`src/design/gql_pkg.sv`:
```
// ----------------------------------------------------------------------------
// gql_pkg: shared types and constants for the glyph quad layout block
// Work item format between front end and back end, configuration bundle,
// character codes and the saturating position adder.
// ----------------------------------------------------------------------------
package gql_pkg;

   // Work queue geometry
   localparam int QDEPTH = 4;
   localparam int QPTR_W = 2;
   localparam int QCNT_W = 3;

   // Character codes with special meaning
   localparam logic [7:0] CODE_TAB     = 8'd9;
   localparam logic [7:0] CODE_NEWLINE = 8'd10;
   localparam logic [7:0] CODE_SPACE   = 8'd32;

   // Register indexes of the configuration port
   localparam logic [2:0] REG_START_X      = 3'd0;
   localparam logic [2:0] REG_START_Y      = 3'd1;
   localparam logic [2:0] REG_SCALE        = 3'd2;
   localparam logic [2:0] REG_CHAR_SPACING = 3'd3;
   localparam logic [2:0] REG_LINE_HEIGHT  = 3'd4;
   localparam logic [2:0] REG_BASELINE     = 3'd5;
   localparam logic [2:0] REG_MAX_QUADS    = 3'd6;

   // Quad corner codes
   localparam logic [1:0] CORNER_TL = 2'd0;
   localparam logic [1:0] CORNER_BL = 2'd1;
   localparam logic [1:0] CORNER_BR = 2'd2;
   localparam logic [1:0] CORNER_TR = 2'd3;

   // Position limits, signed 16.8
   localparam logic signed [23:0] POS_MAX = 24'sh7FFFFF;
   localparam logic signed [23:0] POS_MIN = 24'sh800000;
   localparam logic signed [27:0] SUM_MAX = 28'sd8388607;
   localparam logic signed [27:0] SUM_MIN = -28'sd8388608;

   typedef enum logic [1:0] {
      KIND_ADVANCE,
      KIND_NEWLINE,
      KIND_DRAW
   } kind_type;

   // Classified character with its scaled metrics
   typedef struct packed {
      logic               first;
      kind_type           kind;
      logic [15:0]        left_u;
      logic [15:0]        right_u;
      logic [15:0]        top_v;
      logic [15:0]        bottom_v;
      logic signed [26:0] xo_p;
      logic signed [26:0] yo_p;
      logic signed [26:0] h_p;
      logic signed [26:0] w_p;
      logic signed [26:0] step_p;
   } work_type;

   typedef struct packed {
      logic              empty;
      logic [QCNT_W-1:0] count;
   } qstat_type;

   typedef struct packed {
      logic signed [23:0] start_x;
      logic signed [23:0] start_y;
      logic [15:0]        scale;
      logic signed [15:0] char_spacing;
      logic [7:0]         line_height;
      logic [7:0]         baseline;
      logic [14:0]        max_quads;
   } cfg_type;

   // Clamp a widened sum to the signed 24-bit position range
   function automatic logic signed [23:0] sat_pos(input logic signed [27:0] v);
      logic signed [23:0] r;
      if (v > SUM_MAX) begin
         r = POS_MAX;
      end else if (v < SUM_MIN) begin
         r = POS_MIN;
      end else begin
         r = v[23:0];
      end
      return r;
   endfunction

   // Position plus a scaled offset, saturated
   function automatic logic signed [23:0] add_pos(input logic signed [23:0] p,
                                                  input logic signed [26:0] d);
      logic signed [27:0] s;
      s = 28'(p) + 28'(d);
      return sat_pos(s);
   endfunction

endpackage

```
`src/design/gql_queue.sv`:
```
// ----------------------------------------------------------------------------
// gql_queue: work queue between classifier and layout engine
// Small circular buffer; the head entry is visible while not empty.
// ----------------------------------------------------------------------------
module gql_queue (
   input  logic               clock,
   input  logic               reset,
   input  logic               push,
   input  gql_pkg::work_type  push_data,
   input  logic               pop,
   output gql_pkg::work_type  head,
   output gql_pkg::qstat_type qstat
);

   localparam int QPTR_W = gql_pkg::QPTR_W;
   localparam int QCNT_W = gql_pkg::QCNT_W;

   gql_pkg::work_type   q_mem [gql_pkg::QDEPTH];
   logic [QPTR_W-1:0]   wr_ptr_ff;
   logic [QPTR_W-1:0]   rd_ptr_ff;
   logic [QCNT_W-1:0]   count_ff;
   logic [QPTR_W-1:0]   wr_ptr_in;
   logic [QPTR_W-1:0]   rd_ptr_in;
   logic [QCNT_W-1:0]   count_in;

   // Advance pointers and count
   always_comb begin
      wr_ptr_in = push ? wr_ptr_ff + QPTR_W'(1) : wr_ptr_ff;
      rd_ptr_in = pop ? rd_ptr_ff + QPTR_W'(1) : rd_ptr_ff;
      count_in  = count_ff + QCNT_W'(push) - QCNT_W'(pop);
   end

   always_ff @(posedge clock) begin
      if (reset) begin
         wr_ptr_ff <= '0;
         rd_ptr_ff <= '0;
         count_ff  <= '0;
      end else begin
         wr_ptr_ff <= wr_ptr_in;
         rd_ptr_ff <= rd_ptr_in;
         count_ff  <= count_in;
      end
   end

   // Store the entry
   always_ff @(posedge clock) begin
      if (push) begin
         q_mem[wr_ptr_ff] <= push_data;
      end
   end

   assign head        = q_mem[rd_ptr_ff];
   assign qstat.empty = (count_ff == '0);
   assign qstat.count = count_ff;

endmodule

```
`config.mk`:
```
export PLATFORM = sky130hd
export DESIGN_NAME = gql_queue
export DESIGN_NICKNAME = d
export VERILOG_FILES = /design/src/design/gql_pkg.sv /design/src/design/gql_queue.sv
export SDC_FILE = /design/constraint.sdc
export NUM_CORES = 1
export LEC_CHECK = 0
export BUFFER_PORTS_ARGS = -buffer_cell sky130_fd_sc_hd__clkbuf_2
export CORE_AREA = 4 4 243 245
export CTS_BUF_LIST = sky130_fd_sc_hd__clkbuf_16
export CTS_CLUSTER_SIZE = 10
export DETAILED_ROUTE_END_ITERATION = 8
export DIE_AREA = 0 0 247 249
export PLACE_DENSITY = 0.74
export SLEW_MARGIN = 20
export SYNTH_ARGS = -nofsm -noshare
export SYNTH_HDL_FRONTEND = slang
export SYNTH_SLANG_ARGS = --single-unit
```
`constraint.sdc`:
```
create_clock -name clock -period 7.7 [get_ports clock]
set_input_delay 0.77 -clock clock [delete_from_list [all_inputs] [get_ports clock]]
set_output_delay 0.77 -clock clock [all_outputs]
set_load 0.01 [all_outputs]
```
Word-level counts from Yosys, hierarchy flattened
Memory sizes are Yosys's and may differ from the RTL's. A register that Yosys moved wholly into a read port is not among the register bits.
Index checks and enable logic that the tools add are counted.
W data, S select, Z words.
- output and inout bits: 206
- RAM bits: 808
- flip-flop bits (word level): 7
- logic and storage cells: 13
- memories kept: 1
- memory list (name ; words ; bits a word ; rd ports ; clocked after Yosys merged registers in ; wr ports ; line ; RTL):
    q_mem ; 4 ; 202 ; 1 ; 1 ; 1 ; gql_queue.sv:18 ; gql_pkg::work_type q_mem [gql_pkg::QDEPTH];
- reduce and logical (&&, ||, !) cells: 1
- $add $sub $neg: 4
- muxes and demuxes: 4
- operator list (operator ; count):
    $add A2 B1 Y2 const B ; 2
    $mux W2 ; 2
    $add A3 B1 Y3 ; 1
    $logic_not A3 Y1 ; 1
    $sub A3 B1 Y3 ; 1
    $mux W1 ; 2

Longest topological paths before layout
Gate-level depths: netlist of run 1.
- depth after elaboration: 3
- mapped depth: 7
- depth with buffers taken out: 7

Least setup slack after synthesis of run 1
No wires, ideal clock.
- path kind: input to register
- from: input port push
- to: memory q_mem[0][0] (netlist name) (enable)
- buffers on the path: 0
- slack: 1761 ps
- required time: 7114 ps
- arrival: 5352 ps
- stages on the path: 1
- setup time: 586 ps
- path through: and2_1
- longest elaborated chain between the ends: 2
- RTL lines (item ; line ; RTL):
    start: declaration ; gql_queue.sv:8 ; input logic push,
    $mux W1 ; gql_queue.sv:47 ; if (push) begin
    $mux W1 (not written as such) ; gql_queue.sv:48 ; q_mem[wr_ptr_ff] <= push_data;
    end: declaration ; gql_queue.sv:18 ;
No other way between the ends.

==> run_results.csv, run 1 <==
group,metric,value,unit
run_status,outcome,"finished, final reports clean",
timing,rsz0062_at_grt,"no",
setup_path,end_kind,"output pin",
routing,viasPerCell,5.57,
synthesis,synthCells,1096,
setup_path,r2r_slack,5.15,ns
timing,hold_violations,0,
timing,period_minus_slack,3.98,ns
synthesis,syn_area,29800,um2
worst_hold_path,hold_depth,1,
setup_path,cp_slowest_stage_delay,0.90,ns
clock_network,holdBufCountCts,0,
setup_path,cpMaxStageDelayCell,"dfxtp_4",
synthesis,synth-seq-cells,817,
placed_design,place_area,32400,um2
routing,wl_met3,5170,um
routing,remaining_drc_errors,0,
timing,finalSetupTns,0,ns
synthesis,synth_nets,1309,
flow_run,drv_cap,0,
setup_path,cp_data_arrival_time,3.21,ns
setup_path,cp_num_buf_inv,2,
final_layout,final_area,34900,um2
floorplan,die-area,61500,um2
clock_network,clockBufferDepth,3,
synthesis,synth_seq_area_share,82.1,%
routing,wl_met1,22100,um
clock_network,cts_tree,"done",
worst_hold_path,holdPathEnd,"q_mem[0][36]",
clock_network,cts-root-buf,"clkbuf_16",
global_route,grt_max_degree,107,
placed_design,dp_slack,4.22,ns
floorplan,design.core.area,57100,um2
power,irDropWorstVdd,0.000224,V
clock_network,cts_buffers,92,
routing,drt_iter0_drc,932,
floorplan,die_h,249,um
floorplan,io-pin-count,412,
timing,setup_ws,3.72,ns
worst_hold_path,min_path_type,"in2reg",
setup_path,rr_endpoint,"q_mem[2][59]",
final_layout,final_common_cell,"edfxtp_1",
synthesis,syn_area_per_cell,27.2,um2
routing,routed_wl,57400,um
setup_path,rr_worst_depth,4,
setup_path,critPathMaxFanout,47,
timing,max_freq,251,MHz
setup_path,crit_type,"reg2out",
clock_network,clk_pin_slew,0.05,ns
global_route,overflow,0,
synthesis,yosys_warnings,0,
placed_design,gp_congestion,0.749,
final_layout,synthToLayoutAreaGrowth,17.2,%
final_layout,layout_common_cells,"edfxtp_1, clkbuf_2, mux4_2",
routing,drt_first_pass_iters,5,
final_layout,nets,1782,
timing,slew_violations,0,
placed_design,numPortBuffers,411,
timing,slew_headroom,29.8,%
final_layout,nFillCells,3866,
final_layout,utilization,61.1,%
placed_design,hpwl,33800,um
routing,vias,13100,
timing,clock_skew,0.0114,ns
routing,ant_nets,0,
clock_network,cts.sinks,817,
timing,setup_viol,0,
timing,finalCritPeriodShare,51.7,%
floorplan,fp-row-count,88,
setup_path,crit_family,"buffers and inverters",
floorplan,die_w,247,um
clock_network,cts_resized,0,
clock_network,htree_levels,3,
routing,top_layer,"met5",
setup_path,required,6.93,ns
floorplan,initial_core_util,52.1,%
global_route,grt_antenna_before_repair,9,
synthesis,yosysUniqueCellTypes,22,
setup_path,r2r-start,"wr_ptr_ff[0]",
clock_network,clk_latency,0.60,ns
setup_path,path_cells,"buf_4 > mux4_2 > clkbuf_2",
global_route,track_usage,18.7,%
routing,wire_per_inst,24.4,um
power,p_leak,0.0118,uW
clock_network,post_cts_buffers,0,
power,power_density,279,nW/um2
global_route,grt_pass1_wl,87100,um
global_route,grt_pass1_vias,14200,
timing,worst_slew_pin_slew,1.05,ns
worst_hold_path,min_from,"push_data[36]",
routing,wl_met2,28600,um
final_layout,layout-drive-gt1-share,46.2,%
setup_path,worst_setup_path_start_kind,"flop",
-- power by group --
group	switching (uW)	internal (uW)	total (uW)
registers	67.1	5120	5190
logic	488	399	887
clock network	1520	2140	3670
total	2080	7660	9740
-- cell usage after synthesis, drive strengths merged --
cell	number	area (um2)
and2	4	25.0
nor3	1	5.00
xor3	1	23.8
edfxtp	808	24300
clkbuf	2	7.51
nand3b	1	7.51
a21bo	1	10.0
nor2b	2	12.5
fa	1	20.0
ha	6	75.1
a21oi	1	5.00
xnor2	2	17.5
inv	6	22.5
mux2i	1	10.0
mux4	202	4550
dfxtp	9	180
nor2	5	18.8
buf	43	524
-- worst max-delay path by stage --
stage                     startpoint  cells past startpoint          end
after global routing            flop                      3    head[154]
after detailed placement        flop                      3    head[154]
after global placement          flop                      3    head[122]
after CTS                       flop                      3    head[154]
after floorplan                 push                      1  q_mem[0][0]
final                           flop                      3    head[122]
-- worst register-to-register path, delay by kind of cell (launching register included) --
family	cells	cell delay, ns
DFF	1	0.35
adders and majority gates	1	0.15
and+or+nand+nor	1	0.59
buffers and inverters	2	0.98
-- flip-flops by register name, indices dropped and copies added, names as in the netlist, named ones only --
name       cells
q_mem        808
count_ff       3
wr_ptr_ff      2
rd_ptr_ff      2
-- routing by layer --
layer / GRT usage [%] / vias up
met5: 0 / -
met4: 5.85 / 10
met3: 6.19 / 113
met2: 29.8 / 473
met1: 25.0 / 6848
li1: - / 5686
-- layout make-up --
class	instances	area, um2	share of cell area, %
well taps	765	957	2.74
clock buffers	92	2300	6.59
repair buffers	424	2230	6.39
inverters	6	22.5	0.0645
flip-flops and latches	817	24500	70.0
multi-input cells	228	4790	13.7
diodes	6	15.0	0.0430
clock inverters	19	143	0.409
-- logic make-up (layout without fill, tap and decap cells) --
logic type,Yosys count,after routing,share of synthesized area (%)
AOI/OAI and AO/OA,2,2,0.0504
xor gates and xnor gates,3,3,0.139
adders and majority gates,7,7,0.319
buffers and inverters,51,541,1.86
DFF,817,817,82.1
muxes,203,203,15.3
other,0,6,0
and+or+nand+nor,13,13,0.231
-- through the flow --
stage	instances	total power, uW	hold WS, ns
2_1_floorplan	1096	5850	0.492
3_3_place_gp	2240	6160	0.503
3_5_place_dp	2240	6180	0.517
4_1_cts	2351	9860	0.328
5_1_grt	2353	10100	0.338
6_report	2357	9740	0.379
No activity file was read; power rests on OpenSTA's default activity.
==> run 2, diff against run 1 <==
==> constraint.sdc (replaced) <==
create_clock -name clock -period 3.78 [get_ports clock]
set_input_delay 0.378 -clock clock [delete_from_list [all_inputs] [get_ports clock]]
set_output_delay 0.378 -clock clock [all_outputs]
set_load 0.01 [all_outputs]
==> run 2 against run 1 <==
Power is 110% higher; global-route usage increased by 2.3 points; count of clock-buffer cells in the layout up 4; sequential share of layout area is 4.6 points lower; final area increased by 7.1%; clock power up 110%; cell count rose by 10%; hold slack worse by 0.33 ns; flip-flop and latch count did not move; non-clock buffer count up 225; critical path type unchanged; setup slack worse by 2.8 ns.
==> run_results.csv, run 2 (synthesis results as in run 1) <==
group,metric,value,unit
final_layout,final_common_cell,"edfxtp_1",
final_layout,fin_cells,2592,
final_layout,layout_common_cells,"edfxtp_1, clkbuf_2, mux4_2, dlygate4sd3_1, clkbuf_16",
clock_network,clockBufferDepth,3,
routing,routed_wl,63800,um
setup_path,critPathMaxFanout,51,
worst_hold_path,holdPathEnd,"count_ff[1]",
setup_path,rr_endpoint,"q_mem[3][5]",
floorplan,fp-row-count,88,
timing,worst_slew_pin_slew,1.10,ns
timing,slew_violations,0,
setup_path,rr_worst_depth,3,
placed_design,numPortBuffers,411,
placed_design,hpwl,36900,um
power,irDropWorstVdd,0.000422,V
run_status,outcome,"finished, final reports clean",
setup_path,r2r_slack,1.62,ns
timing,period_minus_slack,2.87,ns
global_route,track_usage,21.1,%
timing,slew_headroom,27.0,%
floorplan,die_w,247,um
final_layout,max_flop_register,"q_mem",
floorplan,initial_core_util,52.1,%
setup_path,worst_setup_path_start_kind,"flop",
floorplan,io-pin-count,412,
timing,max_freq,349,MHz
clock_network,cts_tree,"done",
setup_path,cp_data_arrival_time,2.49,ns
timing,setup_ws,0.911,ns
timing,clock_skew,0.0153,ns
worst_hold_path,hold_depth,2,
worst_hold_path,min_from,"reset",
floorplan,die-area,61500,um2
placed_design,dpl.cell_count,2263,
clock_network,cts.sinks,817,
routing,drt_iter0_drc,1078,
power,power_density,544,nW/um2
global_route,overflow,0,
power,p_leak,0.0128,uW
worst_hold_path,min_path_type,"in2reg",
clock_network,post_cts_buffers,0,
routing,drt_first_pass_iters,4,
clock_network,cts-root-buf,"clkbuf_16",
global_route,grt_pass1_vias,15600,
global_route,grt_max_degree,66,
final_layout,layout-drive-gt1-share,41.7,%
flow_run,drv_cap,0,
placed_design,dp_slack,1.50,ns
global_route,grt_antenna_before_repair,6,
timing,hold_violations,0,
final_layout,largestRegisters,"q_mem x808, count_ff x3",
clock_network,clk_latency,0.62,ns
setup_path,required,3.40,ns
routing,viasPerCell,5.55,
clock_network,clk_pin_slew,0.06,ns
setup_path,r2r-start,"wr_ptr_ff[0]",
clock_network,htree_levels,3,
routing,vias,14400,
timing,setup_viol,0,
floorplan,die_h,249,um
clock_network,cts_buffers,93,
routing,remaining_drc_errors,0,
routing,ant_nets,0,
clock_network,cts_resized,0,
final_layout,largest_reg_flops,808,
global_route,grt_pass1_wl,97400,um
timing,finalSetupTns,0,ns
placed_design,gp_congestion,0.754,
setup_path,end_kind,"output pin",
final_layout,nets,2008,
routing,wire_per_inst,24.6,um
timing,finalCritPeriodShare,75.9,%
timing,rsz0062_at_grt,"no",
setup_path,crit_type,"reg2out",
floorplan,design.core.area,57100,um2
final_layout,synthToLayoutAreaGrowth,25.6,%
[run 2: cell count changes in the layout (fill, tap and decap cells not counted), sizes merged]
cell         delta
inv             -2
clkbuf          +4
buf            +23
clkinv          +6
dlygate4sd3   +202
bufinv          -1
diode           +3
[run 2: layout make-up]
type	instances	area [um2]
Tap cell	765	957
Fill cell	3577	19800
Inverter	6	22.5
Antenna cell	9	22.5
Timing Repair Buffer	649	4570
Sequential cell	817	24500
Multi-Input combinational cell	228	4790
Clock inverter	22	171
Clock buffer	96	2400
[run 2: critical path, stage by stage, from the launching register on]
cell and delay [ns]:
dfxtp_4 0.64, buf_12 0.39, mux4_2 0.61, clkbuf_2 0.16
[run 2: routing by layer]
metal | track usage [%] | routed length [um] | up-vias
li1 | - | - | 6147
met1 | 27.1 | 23600 | 7530
met2 | 35.3 | 33300 | 596
met3 | 5.72 | 5130 | 124
met4 | 6.78 | 1770 | 0
met5 | 0 | 0 | -
[run 2: per-stage QoR]
stage | hold slack, ns | utilization, % | cell area, um2 | power [uW]
2_1_floorplan | 0.450 | - | 29800 | 11900
3_3_place_gp | 0.500 | 57.4 | 32800 | 12600
3_5_place_dp | 0.548 | 57.4 | 32800 | 12600
4_1_cts | 0.00564 | 65.4 | 37400 | 20500
5_1_grt | 0.0324 | 65.4 | 37400 | 21100
6_report | 0.0438 | 65.4 | 37400 | 20300
[run 2: report_power, final]
| part | switching, uW | internal (uW) |
|---|---|---|
| sequential | 135 | 10400 |
| combinational | 1090 | 989 |
| clock | 3200 | 4490 |
[run 2: worst max path at each step]
stage                     slack (ns)          end  cells after the start         start
after global routing            0.69     head[47]                      3          flop
after floorplan                 0.32  q_mem[2][0]                      3  wr_ptr_ff[0]
after detailed placement        1.50    head[199]                      3          flop
after global placement          1.50    head[199]                      3          flop
final                           0.91     head[47]                      3          flop
after CTS                       0.81    head[199]                      3          flop
[run 2: timing repair]
| item | 4_1_cts | 5_1_grt |
|---|---|---|
| hold buffers | 202 | 0 |
| endpoints found under the setup margin | 0 | 0 |
| hold endpoints to repair | 808 | 0 |
