`src/design/gql_pkg.sv`:
```
// ----------------------------------------------------------------------------
// gql_pkg: shared types and constants for the glyph quad layout block
// Work item format between front end and back end, configuration bundle,
// character codes and the saturating position adder.
// ----------------------------------------------------------------------------
package gql_pkg;

   // Work queue geometry
   localparam int QDEPTH = 4;
   localparam int QPTR_W = 2;
   localparam int QCNT_W = 3;

   // Character codes with special meaning
   localparam logic [7:0] CODE_TAB     = 8'd9;
   localparam logic [7:0] CODE_NEWLINE = 8'd10;
   localparam logic [7:0] CODE_SPACE   = 8'd32;

   // Register indexes of the configuration port
   localparam logic [2:0] REG_START_X      = 3'd0;
   localparam logic [2:0] REG_START_Y      = 3'd1;
   localparam logic [2:0] REG_SCALE        = 3'd2;
   localparam logic [2:0] REG_CHAR_SPACING = 3'd3;
   localparam logic [2:0] REG_LINE_HEIGHT  = 3'd4;
   localparam logic [2:0] REG_BASELINE     = 3'd5;
   localparam logic [2:0] REG_MAX_QUADS    = 3'd6;

   // Quad corner codes
   localparam logic [1:0] CORNER_TL = 2'd0;
   localparam logic [1:0] CORNER_BL = 2'd1;
   localparam logic [1:0] CORNER_BR = 2'd2;
   localparam logic [1:0] CORNER_TR = 2'd3;

   // Position limits, signed 16.8
   localparam logic signed [23:0] POS_MAX = 24'sh7FFFFF;
   localparam logic signed [23:0] POS_MIN = 24'sh800000;
   localparam logic signed [27:0] SUM_MAX = 28'sd8388607;
   localparam logic signed [27:0] SUM_MIN = -28'sd8388608;

   typedef enum logic [1:0] {
      KIND_ADVANCE,
      KIND_NEWLINE,
      KIND_DRAW
   } kind_type;

   // Classified character with its scaled metrics
   typedef struct packed {
      logic               first;
      kind_type           kind;
      logic [15:0]        left_u;
      logic [15:0]        right_u;
      logic [15:0]        top_v;
      logic [15:0]        bottom_v;
      logic signed [26:0] xo_p;
      logic signed [26:0] yo_p;
      logic signed [26:0] h_p;
      logic signed [26:0] w_p;
      logic signed [26:0] step_p;
   } work_type;

   typedef struct packed {
      logic              empty;
      logic [QCNT_W-1:0] count;
   } qstat_type;

   typedef struct packed {
      logic signed [23:0] start_x;
      logic signed [23:0] start_y;
      logic [15:0]        scale;
      logic signed [15:0] char_spacing;
      logic [7:0]         line_height;
      logic [7:0]         baseline;
      logic [14:0]        max_quads;
   } cfg_type;

   // Clamp a widened sum to the signed 24-bit position range
   function automatic logic signed [23:0] sat_pos(input logic signed [27:0] v);
      logic signed [23:0] r;
      if (v > SUM_MAX) begin
         r = POS_MAX;
      end else if (v < SUM_MIN) begin
         r = POS_MIN;
      end else begin
         r = v[23:0];
      end
      return r;
   endfunction

   // Position plus a scaled offset, saturated
   function automatic logic signed [23:0] add_pos(input logic signed [23:0] p,
                                                  input logic signed [26:0] d);
      logic signed [27:0] s;
      s = 28'(p) + 28'(d);
      return sat_pos(s);
   endfunction

endpackage

```
`src/design/gql_back.sv`:
```
// ----------------------------------------------------------------------------
// gql_back: layout engine
// Owns the pen, quad count and stop flag; walks each drawable character
// through its four corners and buffers vertices for the result side.
// ----------------------------------------------------------------------------
module gql_back (
   input  logic               clock,
   input  logic               reset,
   input  gql_pkg::cfg_type   cfg,
   input  gql_pkg::work_type  head,
   input  gql_pkg::qstat_type qstat,
   output logic               pop,
   output logic               rsp_empty,
   input  logic               rsp_pop,
   output logic signed [23:0] rsp_vertex_x,
   output logic signed [23:0] rsp_vertex_y,
   output logic [15:0]        rsp_tex_u,
   output logic [15:0]        rsp_tex_v,
   output logic [1:0]         rsp_corner,
   output logic               rsp_last_of_quad
);

   typedef enum logic [1:0] {
      S_HEAD,
      S_V1,
      S_V2,
      S_V3
   } state_type;

   typedef struct packed {
      logic signed [23:0] x;
      logic signed [23:0] y;
      logic [15:0]        u;
      logic [15:0]        v;
      logic [1:0]         corner;
      logic               last;
   } vert_type;

   state_type          state_ff, state_in;
   logic signed [23:0] pen_x_ff, pen_x_in;
   logic signed [23:0] pen_y_ff, pen_y_in;
   logic [14:0]        count_ff, count_in;
   logic               stopped_ff, stopped_in;
   logic signed [23:0] x0_ff, x0_in;
   logic signed [23:0] y0_ff, y0_in;
   logic signed [23:0] y1_ff, y1_in;
   logic signed [23:0] x2_ff, x2_in;

   logic [23:0]        base_p_ff;
   logic [23:0]        line_p_ff;
   logic signed [23:0] start_py_ff;

   logic signed [23:0] eff_x;
   logic signed [23:0] eff_y;
   logic [14:0]        eff_count;
   logic               eff_stopped;
   logic signed [23:0] x0_c;
   logic signed [23:0] y0_c;
   logic signed [23:0] y1_c;
   logic signed [23:0] x2_c;
   logic [14:0]        count_next;
   logic [14:0]        limit;

   vert_type           obuf [2];
   logic [1:0]         ocount_ff;
   logic               owr_ff;
   logic               ord_ff;
   logic               o_room;
   logic               o_pop;
   logic               v_we;
   vert_type           vtx;

   // Config-derived products; user must let them settle before items arrive
   always_ff @(posedge clock) begin
      base_p_ff   <= cfg.baseline * cfg.scale;
      line_p_ff   <= cfg.line_height * cfg.scale;
      start_py_ff <= gql_pkg::sat_pos(28'(cfg.start_y) - $signed({4'b0000, base_p_ff}));
   end

   // Pen as seen by the head item: the start of a string resets it
   always_comb begin
      eff_x       = head.first ? cfg.start_x : pen_x_ff;
      eff_y       = head.first ? start_py_ff : pen_y_ff;
      eff_count   = head.first ? 15'd0 : count_ff;
      eff_stopped = head.first ? 1'b0 : stopped_ff;
      x0_c        = gql_pkg::add_pos(eff_x, head.xo_p);
      y0_c        = gql_pkg::add_pos(eff_y, head.yo_p);
      y1_c        = gql_pkg::add_pos(y0_ff, head.h_p);
      x2_c        = gql_pkg::add_pos(x0_ff, head.w_p);
      count_next  = count_ff + 15'd1;
      limit       = (cfg.max_quads == 15'd0) ? 15'd1 : cfg.max_quads;
   end

   assign o_pop  = rsp_pop && (ocount_ff != 2'd0);
   assign o_room = (ocount_ff != 2'd2);

   // Sequence items and corners
   always_comb begin
      state_in   = state_ff;
      pen_x_in   = pen_x_ff;
      pen_y_in   = pen_y_ff;
      count_in   = count_ff;
      stopped_in = stopped_ff;
      x0_in      = x0_ff;
      y0_in      = y0_ff;
      y1_in      = y1_ff;
      x2_in      = x2_ff;
      pop        = 1'b0;
      v_we       = 1'b0;
      vtx        = '0;
      unique case (state_ff)
         S_HEAD: begin
            if (!qstat.empty) begin
               priority if (eff_stopped) begin
                  pop        = 1'b1;
                  pen_x_in   = eff_x;
                  pen_y_in   = eff_y;
                  count_in   = eff_count;
                  stopped_in = eff_stopped;
               end else if (head.kind == gql_pkg::KIND_NEWLINE) begin
                  pop        = 1'b1;
                  pen_x_in   = cfg.start_x;
                  pen_y_in   = gql_pkg::add_pos(eff_y, $signed({3'b000, line_p_ff}));
                  count_in   = eff_count;
                  stopped_in = eff_stopped;
               end else if (head.kind == gql_pkg::KIND_DRAW) begin
                  if (o_room) begin
                     v_we       = 1'b1;
                     vtx        = '{x0_c, y0_c, head.left_u, head.top_v,
                                    gql_pkg::CORNER_TL, 1'b0};
                     x0_in      = x0_c;
                     y0_in      = y0_c;
                     pen_x_in   = eff_x;
                     pen_y_in   = eff_y;
                     count_in   = eff_count;
                     stopped_in = eff_stopped;
                     state_in   = S_V1;
                  end
               end else begin
                  pop        = 1'b1;
                  pen_x_in   = gql_pkg::add_pos(eff_x, head.step_p);
                  pen_y_in   = eff_y;
                  count_in   = eff_count;
                  stopped_in = eff_stopped;
               end
            end
         end
         S_V1: begin
            if (o_room) begin
               v_we     = 1'b1;
               vtx      = '{x0_ff, y1_c, head.left_u, head.bottom_v,
                            gql_pkg::CORNER_BL, 1'b0};
               y1_in    = y1_c;
               state_in = S_V2;
            end
         end
         S_V2: begin
            if (o_room) begin
               v_we     = 1'b1;
               vtx      = '{x2_c, y1_ff, head.right_u, head.bottom_v,
                            gql_pkg::CORNER_BR, 1'b0};
               x2_in    = x2_c;
               state_in = S_V3;
            end
         end
         S_V3: begin
            if (o_room) begin
               v_we     = 1'b1;
               vtx      = '{x2_ff, y0_ff, head.right_u, head.top_v,
                            gql_pkg::CORNER_TR, 1'b1};
               pop      = 1'b1;
               count_in = count_next;
               if (count_next >= limit) begin
                  stopped_in = 1'b1;
               end else begin
                  pen_x_in = gql_pkg::add_pos(pen_x_ff, head.step_p);
               end
               state_in = S_HEAD;
            end
         end
         default: begin
            state_in = S_HEAD;
         end
      endcase
   end

   // Hold layout state
   always_ff @(posedge clock) begin
      if (reset) begin
         state_ff   <= S_HEAD;
         pen_x_ff   <= '0;
         pen_y_ff   <= '0;
         count_ff   <= '0;
         stopped_ff <= 1'b0;
      end else begin
         state_ff   <= state_in;
         pen_x_ff   <= pen_x_in;
         pen_y_ff   <= pen_y_in;
         count_ff   <= count_in;
         stopped_ff <= stopped_in;
      end
      x0_ff <= x0_in;
      y0_ff <= y0_in;
      y1_ff <= y1_in;
      x2_ff <= x2_in;
   end

   // Two-entry vertex buffer on the result side
   always_ff @(posedge clock) begin
      if (reset) begin
         ocount_ff <= '0;
         owr_ff    <= 1'b0;
         ord_ff    <= 1'b0;
      end else begin
         ocount_ff <= ocount_ff + 2'(v_we) - 2'(o_pop);
         if (v_we) begin
            owr_ff <= ~owr_ff;
         end
         if (o_pop) begin
            ord_ff <= ~ord_ff;
         end
      end
      if (v_we) begin
         obuf[owr_ff] <= vtx;
      end
   end

   assign rsp_empty        = (ocount_ff == 2'd0);
   assign rsp_vertex_x     = obuf[ord_ff].x;
   assign rsp_vertex_y     = obuf[ord_ff].y;
   assign rsp_tex_u        = obuf[ord_ff].u;
   assign rsp_tex_v        = obuf[ord_ff].v;
   assign rsp_corner       = obuf[ord_ff].corner;
   assign rsp_last_of_quad = obuf[ord_ff].last;

endmodule

```
`config.mk`:
```
export PLATFORM = sky130hd
export DESIGN_NAME = gql_back
export DESIGN_NICKNAME = d
export VERILOG_FILES = /design/src/design/gql_pkg.sv /design/src/design/gql_back.sv
export SDC_FILE = /design/constraint.sdc
export NUM_CORES = 2
export LEC_CHECK = 0
export BUFFER_PORTS_ARGS = -buffer_cell sky130_fd_sc_hd__buf_4
export CORE_ASPECT_RATIO = 0.8
export CORE_UTILIZATION = 52
export CTS_CLUSTER_SIZE = 8
export DETAILED_ROUTE_END_ITERATION = 10
export PLACE_DENSITY = 0.72
export RECOVER_POWER = 25
export SYNTH_ARGS = -nofsm -noshare
export SYNTH_HDL_FRONTEND = slang
export SYNTH_SLANG_ARGS = --single-unit
```
`constraint.sdc`:
```
create_clock -name clock -period 12.5 [get_ports clock]
set_clock_uncertainty 0.2 [all_clocks]
set_input_delay 0.625 -clock clock [delete_from_list [all_inputs] [get_ports clock]]
set_output_delay 0.625 -clock clock [all_outputs]
set_load 0.01 [all_outputs]
```
### Word level (Yosys, flattened, before mapping)

Memories as Yosys holds them, arrays and structs flattened. A register that Yosys moved wholly into a read port is not among the register bits.
Cells that the tools add are included.
Widths: inputs -> output; s select.

| word-level totals | value |
|---|---|
| output and inout bits | 85 |
| memories | 1 |
| bits in registers | 238 |
| bits in latches | 0 |
| bits in read-only memories | 0 |
| RAM bits | 166 |
| input bits | 320 |

| operators by class | value |
|---|---|
| mux-type cells | 80 |
| bitwise operators | 5 |
| reduce and logical (&&, ||, !) cells | 15 |
| shift operators | 0 |
| add/subtract/negate cells | 11 |
| order comparisons | 17 |
| multipliers | 2 |
| eq/ne operators | 18 |
| div/mod/pow operators | 0 |

Memories:

| name | depth | bits a word | read ports | clocked after memory_dff | wr ports | RTL line | RTL |
|---|---|---|---|---|---|---|---|
| obuf | 2 | 83 | 1 | 1 | 1 | gql_back.sv:64 | `vert_type obuf [2];` |

Operators by type and width:

| cell | count |
|---|---|
| $mux 24 | 28 |
| $mux 83 | 8 |
| $pmux 83 s4 | 1 |
| $add 24x27->28 | 6 |
| $gt 28x24->1 const B | 6 |
| $lt 28x24->1 const B | 6 |
| $mux 15 | 8 |
| $gt 26x24->1 const B | 2 |
| $lt 26x24->1 const B | 2 |
| $mul 8x16->24 | 2 |
| $pmux 24 s2 | 1 |
| $pmux 15 s2 | 1 |
| $add 24x25->26 | 1 |
| $sub 24x25->26 | 1 |
| $ne 2x2->1 const B | 11 |
| $mux 1 | 21 |
| $mux 2 | 8 |
| $add 15x1->15 const B | 1 |
| $ge 15x15->1 | 1 |
| $logic_not 15->1 | 1 |
| $reduce_and 5->1 | 2 |
| $pmux 2 s4 | 1 |
| $reduce_and 8->1 | 1 |
| $eq 2x2->1 const B | 3 |
| other kinds (15) | 25 |

### Longest topological paths before layout

| logic depth | value |
|---|---|
| depth after elaboration | 11 |
| depth in mapped cells | 23 |
| depth with buffers taken out | 22 |

### Worst setup path before layout

Ideal clock, no wire load.

| path | value |
|---|---|
| path kind | input -> register |
| from | in head[201] (netlist bit) |
| to | mem obuf[0][0] (netlist bit), enable pin |
| required time | 11773 ps |
| stages on the path | 6 |
| arrival time | 5010 ps |
| slack | 6763 ps |
| buffers on the path | 1 |
| library setup time | 527 ps |
| cell sequence | clkbuf_1 > nand2b_1 > nand2_1 > o21ai_0 > nand2_1 > nor2_1 |

| on the way | value |
|---|---|
| word-level cells in the longest chain between the ends | 6 |

RTL lines:

| element | RTL line | RTL |
|---|---|---|
| start: declaration | gql_back.sv:10 | `input gql_pkg::work_type head,` |
| $mux 1 | gql_back.sv:85 | `eff_stopped = head.first ? 1'b0 : stopped_ff;` |
| $mux 1 | gql_back.sv:114 | `priority if (eff_stopped) begin` |
| $mux 1 | gql_back.sv:113 | `if (!qstat.empty) begin` |
| $pmux 1 s2 | gql_back.sv:111 | `unique case (state_ff)` |
| $mux 1 | gql_back.sv:223 | `if (v_we) begin` |
| $mux 1 (implied by the code) | gql_back.sv:224 | `obuf[owr_ff] <= vtx;` |
| end: declaration | gql_back.sv:64 |  |

Every way passes these cells.

==> metrics.md <==
| Metric | Value |
|---|---|
| CTS tree | yes |
| Hold Path Class | in2reg |
| Root buf cell | clkbuf_16 |
| Peak VDD IR | roughly 0.13 mV |
| Setup CP Type | in2reg |
| Critical Path Fanout Max | 56 |
| Core area | 67900 µm² |
| Post-DR vias/cell | 5.94 |
| RSZ-0062 raised after global routing | false |
| Setup crit end kind | flop |
| Post-layout min period | 8.33 ns |
| MaxCap Viol Count | 5 |
| Via count | 30414 |
| Fillers | 5914 |
| Final setup fails | 0 |
| Seq cells post-synth | 405 |
| Buffers on Ports | a little under 400 |
| CP bufs+invs | 5 |
| Worst-path cell chain | clkbuf_1 > and2b_1 > nor2_1 > nand3_1 > clkbuf_1 > clkinv_1 > clkbuf_1 > and2_1 > a22oi_2 > buf_4 > o22ai_1 > a211o_1 |
| Tightest Pin Transition | 3.46 ns |
| Mapped Area | between 30000 and 40000 µm² |
| DP HPWL | 78300 µm |
| Grt ovf | 0 |
| Met3 usage | under 10% |
| Synthesized instance count | 3850 |
| Total CTS buffers | 56 |
| Nets | 4981 |
| Clk_lat worst skew | 0.64 ns |
| Pwr per Cell Area | approximately 210 nW/µm² |
| Die area | 70300 µm² |
| Non-filler instance count after layout | about 5000 |
| EDFF count, synth | ~260 |
| Area Overhead vs Synth | 14.4% |
| First drt pass iteration count | 6 |
| Die Width | 296 µm |
| IO Count | about 400 |
| Status | finished with violations |
| CTS Hold Bufs | 0 |
| GR Util met2 | 47.0% |
| Max stage delay on crit path | 2.46 ns |
| Fraction of registers with async set/reset | 0% |
| Starting DRT DRC Count | 2464 |
| ANT nets after route | 0 |
| Worst path arrival time | about 8.6 ns |
| First-pass GRT wire length | 162000 µm |
| CTS resizes | 0 |
| WP data required | 12.76 ns |
| Initial core utilization | 53.0% |
| Syn avg cell area | slightly above 9 µm² |
| Clk buf depth | 3 |
| Met1 Use GR | 39.5% |
| Most frequent cell on the critical path | clkbuf_1 |
| Final Hold Vio Count | 0 |
| Leak | 18.4 nW |
| CP startpoint kind | input port |
| WL final | 105000 µm |
| Height of the die | 237 µm |
| CTS Sinks | 405 |
| YS warnings | 0 |
| Setup bufs post-CTS | 0 |
| Failing checks | max-capacitance violations, max-slew violations |
| Mapped Nets | 4668 |
| H-tree levels | 2 |
| GRT Util Overall | 29.2% |
| Drt wl/cell | roughly 20 µm |
| Residual DRC | 0 |
| Register area share after synthesis | 29.8% |
| Final period util | 66.6% |
| Row Count | 85 |
| Synth cell types | 95 |
| Worst-path clk slew | 0.05 ns |
| Main synth FF type | edfxtp_1 |
| Gr busiest metal | met2 |
| Initial antenna violation count | 3 |
| Cell family with most CP delay | buffers and inverters |
| Vias in the first global route | between 20000 and 30000 |
| Slew Limit Fails | 254 |
| Slowest-stage cell, CP | clkbuf_1 |
| Achievable clock frequency | 0.120 GHz |
| Setup_tns | 0 ns |
| Largest net degree at the start of global routing | 74 |
| Share of cells above drive strength 1 | 15.1% |
| Slew headroom | -131% |
| Placer Congestion | just under 1 |
| Placed cells | 5018 |
kinds of logic (layout without fill, tap and decap cells):
logic type,Yosys count,count (layout),synth area share (%)
other,0,3,0
xor gates and xnor gates,225,225,5.48
and+or+nand+nor,997,997,13.5
adders and majority gates,498,498,21.0
AOI/OAI and AO/OA,1136,1136,20.9
muxes,140,140,4.35
buffers and inverters,449,800,4.96
DFF,405,405,29.8
registers in the layout (all words and copies together), names as in the netlist, 2 cells and up, named ones only:
register	count
state_ff	2
x0_ff	24
y1_ff	24
start_py_ff	24
x2_ff	24
line_p_ff	24
y0_ff	24
ocount_ff	2
pen_x_ff	24
count_ff	15
pen_y_ff	24
base_p_ff	24
obuf	166
metal layers:
metal | part of all wire [%] | up-vias
li1 | - | 14509
met1 | 43 | 14503
met2 | 45 | 1219
met3 | 7.9 | 183
met4 | 3.5 | 0
met5 | 0 | -
cell type report:
class	count	area, µm²	share of cell area (%)
multi-input combinational	2996	23500	57.2
inverter	294	1100	2.68
antenna	3	7.51	0.0182
timing repair buffer	410	3020	7.33
clock inverter	3	90.1	0.219
sequential	405	10700	26.1
clock buffer	93	1540	3.74
tap	913	1140	2.77
through the flow:
step                worst slack (ns)  total power [W]  hold WS [ns]  cell area, µm²  util, %
floorplan                       6.76          0.00564         0.221           36000        -
global placement                6.13          0.00695         0.230           39600     58.4
detailed placement              6.12          0.00701         0.237           39600     58.4
CTS                             6.78          0.00849        0.0764           41200     60.8
global route                    3.89          0.00913        0.0948           41200     60.7
finish                          4.17          0.00850        0.0979           41200     60.7
final timing paths:
path | from | endpoint | slack, ns | cells after the start
max reg2reg | stopped_ff | obuf[1][40] | 6.34 | 11
min | head[197] | obuf[0][33] | 0.1 | 2
min reg2reg | pen_y_ff[10] | pen_y_ff[10] | 0.24 | 2
max | head[201] | obuf[1][40] | 4.17 | 12
cell usage in the layout, fill, tap and decap left out, types with 19 or more instances in the layout:
cell type	synthesis	final
fa_1	176	176
edfxtp_1	262	262
nor3_1	43	42
nor2b_1	36	36
buf_4	6	394
mux2_2	131	129
dfxtp_1	143	143
clkbuf_16	0	56
nand2_1	332	332
nand2b_1	72	72
inv_1	293	292
a2111o_1	19	19
a211o_1	24	24
xnor2_1	146	146
clkbuf_1	123	53
a21oi_1	279	278
o22ai_1	26	26
and2_1	133	124
nor2_1	204	200
a21o_1	143	143
ha_1	322	322
o21bai_1	28	28
a211oi_1	26	26
xor2_1	79	79
a22o_1	33	33
nand3_1	53	53
and3_1	26	26
o21a_1	41	41
o21ai_0	247	247
a22oi_1	62	62
or3_1	21	21
a31oi_1	32	32
cells in the mapped netlist (all sizes together), types with 27 or more instances:
library cell	instances	area share [%]
nand2	333	3.5
ha	322	11
inv	293	3.1
a21oi	281	3.9
o21ai	265	3.7
edfxtp	262	22
nor2	204	2.1
fa	176	9.8
xnor2	146	3.6
a21o	143	3.0
dfxtp	143	8.0
and2	134	2.3
mux2	131	4.1
clkbuf	127	1.4
xor2	79	1.9
nand2b	72	1.3
a22oi	64	1.4
nand3	54	0.76
nor3	43	0.60
o21a	41	0.86
nor2b	37	0.65
a31oi	34	0.63
a22o	33	0.80
a211oi	29	0.65
o21bai	28	0.58
buf	27	0.43
worst register-to-register path, delay by kind of cell (launching register included):
family,cells,cell delay [ns]
DFF,1,0.36
buffers and inverters,4,3.58
AOI/OAI and AO/OA,3,0.49
and+or+nand+nor,4,1.34
where the power goes:
| group | total [W] | switching (W) | internal, W |
|---|---|---|---|
| clock network | 0.00143 | 0.000601 | 0.000834 |
| logic | 0.00495 | 0.00290 | 0.00204 |
| registers | 0.00212 | 0.000156 | 0.00196 |
| total | 0.00850 | 0.00366 | 0.00484 |
No activity file was read; power rests on OpenSTA's default activity.
